[src/rtl/core/tlbw_pkg.sv]
`timescale 1ns / 1ps
// Shared types and constants for the paging TLB / page walker.
// No dependencies; used by every module under rtl/core.

package tlbw_pkg;

  // TLB geometry
  localparam int TLB_ENTRIES = 1024;
  localparam int IDX_W       = $clog2(TLB_ENTRIES);
  localparam bit IDX_POW2    = ((TLB_ENTRIES & (TLB_ENTRIES - 1)) == 0);
  // floor(2^32 / entries), for the index reduction when entries is not a power of two
  localparam logic [31:0] IDX_RECIP = 32'((64'd1 << 32) / TLB_ENTRIES);

  // Input commands
  localparam logic [1:0] CMD_TRANSLATE = 2'd0;
  localparam logic [1:0] CMD_READ_RET  = 2'd1;
  localparam logic [1:0] CMD_FLUSH     = 2'd2;

  // Result kinds
  localparam logic [1:0] KIND_DONE  = 2'd0;
  localparam logic [1:0] KIND_READ  = 2'd1;
  localparam logic [1:0] KIND_WRITE = 2'd2;
  localparam logic [1:0] KIND_FAULT = 2'd3;

  typedef struct packed {
    logic [1:0]  cmd;
    logic [31:0] linear_addr;
    logic [2:0]  access_len;
    logic        is_user;
    logic        is_write;
    logic [31:0] read_data;
  } tlbw_in_t;

  typedef struct packed {
    logic [1:0]  kind;
    logic [31:0] address;
    logic [31:0] write_data;
    logic [2:0]  fault_code;
    logic        last;
  } tlbw_out_t;

  // One TLB entry; rights bit1 = user seen, bit0 = write seen
  typedef struct packed {
    logic        valid;
    logic [19:0] tag;
    logic [19:0] frame;
    logic [1:0]  rights;
  } tlbw_entry_t;

  // Write port of the TLB memory
  typedef struct packed {
    logic             en;
    logic [IDX_W-1:0] idx;
    tlbw_entry_t      entry;
  } tlbw_wr_t;

endpackage

[src/rtl/core/tlbw_walk.sv]
`timescale 1ns / 1ps
// Lookup, page walk and result sequencing around the TLB memory.
// Depends on tlbw_pkg; drives the ports of tlbw_tlb.

module tlbw_walk (
  input  logic                          clk,
  input  logic                          rst,
  input  logic                          start,
  input  tlbw_pkg::tlbw_in_t            item,
  input  logic [19:0]                   dir_base_frame,
  output logic                          busy,
  output tlbw_pkg::tlbw_out_t           result,
  output logic                          result_valid,
  output logic [tlbw_pkg::IDX_W-1:0]    tlb_rd_idx,
  input  tlbw_pkg::tlbw_entry_t         tlb_rd_entry,
  output tlbw_pkg::tlbw_wr_t            tlb_wr
);

  // sequencer states
  localparam logic [2:0] S_IDLE  = 3'd0;
  localparam logic [2:0] S_MUL   = 3'd1;
  localparam logic [2:0] S_RED   = 3'd2;
  localparam logic [2:0] S_LOOK  = 3'd3;
  localparam logic [2:0] S_WBPTE = 3'd4;
  localparam logic [2:0] S_DONE  = 3'd5;
  localparam logic [2:0] S_SWEEP = 3'd6;

  // walk phases
  localparam logic [1:0] PH_IDLE = 2'd0;
  localparam logic [1:0] PH_DIR  = 2'd1;
  localparam logic [1:0] PH_TBL  = 2'd2;

  localparam logic [tlbw_pkg::IDX_W-1:0] SWEEP_LAST =
    tlbw_pkg::IDX_W'(tlbw_pkg::TLB_ENTRIES - 1);
  localparam logic [19:0] ENTRIES_20 = 20'(tlbw_pkg::TLB_ENTRIES);

  logic [2:0]                   state;
  logic [1:0]                   walk_phase;
  logic [tlbw_pkg::IDX_W-1:0]   sweep_cnt;
  logic [31:0]                  pending_linear;
  logic                         pend_user;
  logic                         pend_write;
  logic [tlbw_pkg::IDX_W-1:0]   pending_index;
  logic [1:0]                   pending_rights;
  logic [31:0]                  dir_entry_value;
  logic [31:0]                  dir_entry_addr;
  logic [31:0]                  pte_value;
  logic [19:0]                  vpn;
  logic [19:0]                  qest;

  logic                         accept;
  logic [31:0]                  in_sum;
  logic [19:0]                  in_vpn;
  logic [tlbw_pkg::IDX_W-1:0]   in_idx;
  logic [51:0]                  mul_prod;
  logic [19:0]                  red_prod;
  logic [19:0]                  red_rem;
  logic [19:0]                  red_fix;
  logic [tlbw_pkg::IDX_W-1:0]   red_idx;
  logic                         hit;
  logic                         rights_ok;
  logic [31:0]                  rd;
  logic                         pte_needs_wb;
  logic                         user_fault;
  logic                         fill_go;
  logic [2:0]                   walk_code;
  logic [31:0]                  pte_addr;

  assign busy   = (state != S_IDLE);
  assign accept = start && !busy;

  // index of the page holding the last byte of the access
  assign in_sum = item.linear_addr + 32'(item.access_len) - 32'd1;
  assign in_vpn = in_sum[31:12];
  assign in_idx = tlbw_pkg::IDX_POW2 ? in_vpn[tlbw_pkg::IDX_W-1:0] : '0;

  // modulo by a non power of two: reciprocal estimate, then one correction
  assign mul_prod = 52'(vpn) * 52'(tlbw_pkg::IDX_RECIP);
  assign red_prod = 20'(qest * ENTRIES_20);
  assign red_rem  = vpn - red_prod;
  assign red_fix  = (red_rem >= ENTRIES_20) ? red_rem - ENTRIES_20 : red_rem;
  assign red_idx  = red_fix[tlbw_pkg::IDX_W-1:0];

  assign tlb_rd_idx = (state == S_RED) ? red_idx : in_idx;

  // lookup decision
  assign hit       = tlb_rd_entry.valid && (tlb_rd_entry.tag == pending_linear[31:12]);
  assign rights_ok = (!pend_user || tlb_rd_entry.rights[1]) &&
                     (!pend_write || tlb_rd_entry.rights[0]);

  // table entry checks
  assign rd           = item.read_data;
  assign pte_needs_wb = !rd[5] || (pend_write && !rd[6]);
  assign user_fault   = pend_user && (!dir_entry_value[2] || !rd[2] ||
                        (pend_write && (!dir_entry_value[1] || !rd[1])));
  assign fill_go      = accept && (item.cmd == tlbw_pkg::CMD_READ_RET) &&
                        (walk_phase == PH_TBL) && rd[0] && !user_fault;
  assign walk_code    = {pend_user, pend_write, 1'b0};
  assign pte_addr     = {dir_entry_value[31:12], pending_linear[21:12], 2'b00};

  // TLB write port: clearing sweep, rights drop on a miss, or fill at the end of a walk
  always_comb begin
    tlb_wr.en           = 1'b0;
    tlb_wr.idx          = pending_index;
    tlb_wr.entry.valid  = 1'b1;
    tlb_wr.entry.tag    = pending_linear[31:12];
    tlb_wr.entry.frame  = rd[31:12];
    tlb_wr.entry.rights = pending_rights | {pend_user, pend_write};
    if (state == S_SWEEP) begin
      tlb_wr.en    = 1'b1;
      tlb_wr.idx   = sweep_cnt;
      tlb_wr.entry = '0;
    end else if (fill_go) begin
      tlb_wr.en = 1'b1;
    end else if ((state == S_LOOK) && !hit) begin
      // miss: entry keeps tag and frame, loses its rights before the walk
      tlb_wr.en           = 1'b1;
      tlb_wr.entry        = tlb_rd_entry;
      tlb_wr.entry.rights = 2'b00;
    end
  end

  // sequencer
  always_ff @(posedge clk) begin
    if (rst) begin
      state        <= S_SWEEP;
      walk_phase   <= PH_IDLE;
      sweep_cnt    <= '0;
      result_valid <= 1'b0;
    end else begin
      result_valid <= 1'b0;
      unique case (state)
        S_IDLE: begin
          if (start) begin
            case (item.cmd)
              tlbw_pkg::CMD_FLUSH: begin
                state <= S_SWEEP;
              end
              tlbw_pkg::CMD_TRANSLATE: begin
                if (walk_phase == PH_IDLE) begin
                  pending_linear <= item.linear_addr;
                  pend_user      <= item.is_user;
                  pend_write     <= item.is_write;
                  vpn            <= in_vpn;
                  pending_index  <= in_idx;
                  state          <= tlbw_pkg::IDX_POW2 ? S_LOOK : S_MUL;
                end
              end
              tlbw_pkg::CMD_READ_RET: begin
                if (walk_phase == PH_DIR) begin
                  result_valid <= 1'b1;
                  if (!rd[0]) begin
                    result     <= '{kind: tlbw_pkg::KIND_FAULT, address: pending_linear,
                                    write_data: '0, fault_code: walk_code, last: 1'b1};
                    walk_phase <= PH_IDLE;
                  end else begin
                    dir_entry_value <= rd;
                    result <= '{kind: tlbw_pkg::KIND_READ,
                                address: {rd[31:12], pending_linear[21:12], 2'b00},
                                write_data: '0, fault_code: '0, last: 1'b1};
                    walk_phase <= PH_TBL;
                  end
                end else if (walk_phase == PH_TBL) begin
                  result_valid <= 1'b1;
                  walk_phase   <= PH_IDLE;
                  pte_value    <= rd;
                  if (!rd[0] || user_fault) begin
                    result <= '{kind: tlbw_pkg::KIND_FAULT, address: pending_linear,
                                write_data: '0, fault_code: {walk_code[2:1], rd[0]},
                                last: 1'b1};
                  end else if (!dir_entry_value[5]) begin
                    // directory entry accessed bit first
                    result <= '{kind: tlbw_pkg::KIND_WRITE, address: dir_entry_addr,
                                write_data: dir_entry_value | 32'h20, fault_code: '0,
                                last: 1'b0};
                    state  <= pte_needs_wb ? S_WBPTE : S_DONE;
                  end else if (pte_needs_wb) begin
                    result <= '{kind: tlbw_pkg::KIND_WRITE, address: pte_addr,
                                write_data: rd | 32'h20 | {25'b0, pend_write, 6'b0},
                                fault_code: '0, last: 1'b0};
                    state  <= S_DONE;
                  end else begin
                    result <= '{kind: tlbw_pkg::KIND_DONE,
                                address: {rd[31:12], pending_linear[11:0]},
                                write_data: '0, fault_code: '0, last: 1'b1};
                  end
                end
              end
              default: begin
              end
            endcase
          end
        end
        S_MUL: begin
          qest  <= mul_prod[51:32];
          state <= S_RED;
        end
        S_RED: begin
          pending_index <= red_idx;
          state         <= S_LOOK;
        end
        S_LOOK: begin
          result_valid <= 1'b1;
          state        <= S_IDLE;
          if (hit && rights_ok) begin
            result <= '{kind: tlbw_pkg::KIND_DONE,
                        address: {tlb_rd_entry.frame, pending_linear[11:0]},
                        write_data: '0, fault_code: '0, last: 1'b1};
          end else begin
            pending_rights <= hit ? tlb_rd_entry.rights : 2'b00;
            dir_entry_addr <= {dir_base_frame, pending_linear[31:22], 2'b00};
            walk_phase     <= PH_DIR;
            result <= '{kind: tlbw_pkg::KIND_READ,
                        address: {dir_base_frame, pending_linear[31:22], 2'b00},
                        write_data: '0, fault_code: '0, last: 1'b1};
          end
        end
        S_WBPTE: begin
          result_valid <= 1'b1;
          result <= '{kind: tlbw_pkg::KIND_WRITE, address: pte_addr,
                      write_data: pte_value | 32'h20 | {25'b0, pend_write, 6'b0},
                      fault_code: '0, last: 1'b0};
          state  <= S_DONE;
        end
        S_DONE: begin
          result_valid <= 1'b1;
          result <= '{kind: tlbw_pkg::KIND_DONE,
                      address: {pte_value[31:12], pending_linear[11:0]},
                      write_data: '0, fault_code: '0, last: 1'b1};
          state  <= S_IDLE;
        end
        S_SWEEP: begin
          if (sweep_cnt == SWEEP_LAST) begin
            sweep_cnt <= '0;
            state     <= S_IDLE;
          end else begin
            sweep_cnt <= sweep_cnt + 1'b1;
          end
        end
        default: begin
          state <= S_IDLE;
        end
      endcase
    end
  end

endmodule

[config.mk]
export PLATFORM = sky130hd
export DESIGN_NAME = tlbw_walk
export DESIGN_NICKNAME = d
export VERILOG_FILES = /design/src/rtl/core/tlbw_pkg.sv /design/src/rtl/core/tlbw_walk.sv
export SDC_FILE = /design/constraint.sdc
export NUM_CORES = 1
export LEC_CHECK = 0
export ABC_AREA = 1
export BUFFER_PORTS_ARGS = -buffer_cell sky130_fd_sc_hd__buf_2
export CAP_MARGIN = 20
export CORE_UTILIZATION = 30
export CTS_CLUSTER_DIAMETER = 50
export CTS_CLUSTER_SIZE = 16
export DETAILED_ROUTE_END_ITERATION = 16
export GPL_TIMING_DRIVEN = 0
export SKIP_CTS_REPAIR_TIMING = 1
export SYNTH_ARGS = -nofsm -noshare
export SYNTH_HDL_FRONTEND = slang
export SYNTH_SLANG_ARGS = --single-unit
[constraint.sdc]
create_clock -name clk -period 10.6 [get_ports clk]
set_input_delay 2.12 -clock clk [delete_from_list [all_inputs] [get_ports clk]]
set_output_delay 2.12 -clock clk [all_outputs]
set_load 0.02 [all_outputs]
==> summary.txt <==
Layout Skew: 0.0348 ns
CTS max path bufs: 3
dominant cell type by area after synthesis: edfxtp_1
count of final hold-check violations: 0
Final Max Tran Viols: 0
RD Place Congestion: 0.937
grt ovf: 0
Worst setup SP type: input pin
setup TNS: 0 ns
WL/cell: 21.1 um
run status: finished, final reports clean
register area share after synthesis: 53.8%
dpl ws: 4.24 ns
synthesized area: 12800 um2
root buf cell: clkbuf_16
Ys Warns: 0
vias in the first global route: 11300
Sequential Area: 6870 um2
FF-to-FF Start: walk_phase[1]
All-Layer GR Usage: 22.4%
Top FF cell, synth: edfxtp_1
Achievable Freq: 0.158 GHz
RSZ-0062 raised after global routing: false
fin crit period: 6.34 ns
critical path arrival: 4.22 ns
Min-Delay Path Class: flip-flop to flip-flop
register bit total from synthesis: 234
distinct cell type count after synthesis: 41
Layout fillers: 4255
area of the multi-input gates: 4800 um2
internal reg-to-reg setup slack: 7.78 ns
Die Y: 208 um
Num Clock Sinks: 234
Initial Utilization: 30.4%
Final HPWL DP: 38500 um
core area: 41900 um2
Worst Max-Slew Pin Slew: 0.891 ns
Yosys top cell area share: 51.3%
Critical Path Fanout Max: 3
Synthesized Nets: 1618
routed vias: 12100
clock transition at the registers of the reported paths: 0.05 ns
pwr dens: 193 nW/um2
critical path endpoint category: output pin
Setup violations, final: 0
first-pass GRT wire length: 72000 um
WP data required: 8.48 ns
FF-to-FF End: pte_value[3]
Residual DRC: 0
First-pass DRT Iterations: 5
total power: 0.00311 W
Syn Inst Count: 1456
Mean Syn Cell Area: 8.76 um2
post-route ant nets: 0
async set or reset register ratio after synthesis: 0%
Hold Path Stages: 2
Slew HR: 40.3%
CP Class: input pin to output pin
beginning of the worst hold path: sweep_cnt[1]
Die Wd: 208 um
Max VDD drop: 0.000111 V
nets: 1936
Starting DRT DRC Count: 1343
Leak: 6.94 nW
CTS buffer count: 34
CTS tree: done
IO buf count: 272
Row Count: 75
largest net degree at the start of global routing: 36
Max Cap Viol: 0
Die Area: 43400 um2
fraction of final layout cells sized beyond drive strength 1: 22.3%
clock latency on the worst-skew pair: 0.53 ns
Synth area leaders: edfxtp_1 (51%), nand2_1 (8.1%), inv_1 (6.0%)
final wirelength: 49500 um
Tcrit/Tclk final: 59.8%
number of enable flip-flop cells after synthesis: 218
Layout area overhead: 26.3%
hold_ws: 0.488 ns
Setup WS post-layout: 4.26 ns
via/cell ratio: 5.17
initial antenna violation count: 10
Hold Path End: sweep_cnt[1]
worst reg2reg path depth: 8
Ports: 273
H-Tree Depth: 2
[report_power, final]
part	switching, W	total, W	internal (W)
logic	0.000615	0.000862	0.000247
registers	0.0000218	0.00112	0.00110
clock network	0.000465	0.00112	0.000658
total	0.00110	0.00311	0.00201
[cells by family (layout without fill, tap and decap cells)]
kind of cell               Yosys count  count (layout)  share of synthesized area (%)
DFF                                234             234                           53.8
AOI/OAI and AO/OA                  327             327                           15.1
other                                0               3                              0
buffers and inverters              279             622                           8.88
adders and majority gates           25              25                           2.45
and+or+nand+nor                    580             580                           19.0
xor gates and xnor gates            11              11                          0.755
[metal layers]
metal | GRT usage [%] | wire length [um]
met1 | 29.6 | 20400
met2 | 35.9 | 22600
met3 | 4.71 | 4770
met4 | 8.53 | 1600
met5 | 0 | 98
[layout by cell type (no fill, tap or decap), types with 35 or more instances in the layout]
master,count
buf_2,292
nand2_1,275
edfxtp_1,218
inv_1,205
nor2_1,142
nand3_1,116
o21ai_0,99
a21oi_1,83
o22ai_1,52
clkbuf_16,35
[worst max path at each step]
stage                     startpoint             to  slack [ns]  cells after the start
after floorplan             item[69]      result[0]        4.63                      6
after global placement      item[69]     result[18]        2.68                      7
after detailed placement    item[39]  tlb_rd_idx[1]        4.24                     15
after CTS                   item[39]  tlb_rd_idx[1]        4.22                     15
after global routing        item[39]  tlb_rd_idx[1]        4.02                     15
final                       item[39]  tlb_rd_idx[9]        4.26                     16
[layout make-up]
cell class / count / share of cell area (%)
well taps: 539 / 4.19
repair buffers: 282 / 9.41
clock inverters: 22 / 1.37
clock buffers: 39 / 5.59
flip-flops and latches: 234 / 42.6
plain buffers: 65 / 2.04
inverters: 214 / 4.98
diodes: 3 / 0.0466
multi-input cells: 943 / 29.8
[cell usage after synthesis, types with 12 or more instances]
cell      instances
a21oi_1          83
a22oi_1          25
buf_2            20
clkbuf_1         29
dfxtp_1          16
edfxtp_1        218
ha_1             25
inv_1           205
nand2_1         275
nand3_1         116
nor2_1          145
nor3_1           12
o211ai_1         17
o21ai_0          99
o21ai_1          15
o22ai_1          52
[sequential cells by signal (all words and copies together), names as in the netlist]
signal           cells
result              70
pending_linear      32
dir_entry_value     31
pte_value           31
dir_entry_addr      30
pending_index       10
sweep_cnt           10
vpn                 10
state                3
pending_rights       2
walk_phase           2
pend_user            1
pend_write           1
result_valid         1
[through the flow]
step | instances | cell area (um2) | util [%]
final | 2341 | 16100 | 38.4
after global routing | 2341 | 16100 | 38.4
after CTS | 2338 | 16100 | 38.4
after detailed placement | 2277 | 15000 | 35.7
after global placement | 2267 | 14800 | 35.3
after floorplan | 1456 | 12800 | -
[worst max-delay path, cell delays in order]
cell and delay [ns]:
buf_2 0.11, inv_1 0.04, ha_1 0.26, inv_1 0.04
ha_1 0.29, inv_1 0.04, o21bai_1 0.33, nand2_1 0.09
nand2_1 0.08, nand2_1 0.05, nand2_1 0.14, nand3_1 0.11
nand3_1 0.11, nand3_1 0.08, nand2_1 0.14, buf_2 0.19
(Power assumes the default switching activity.)
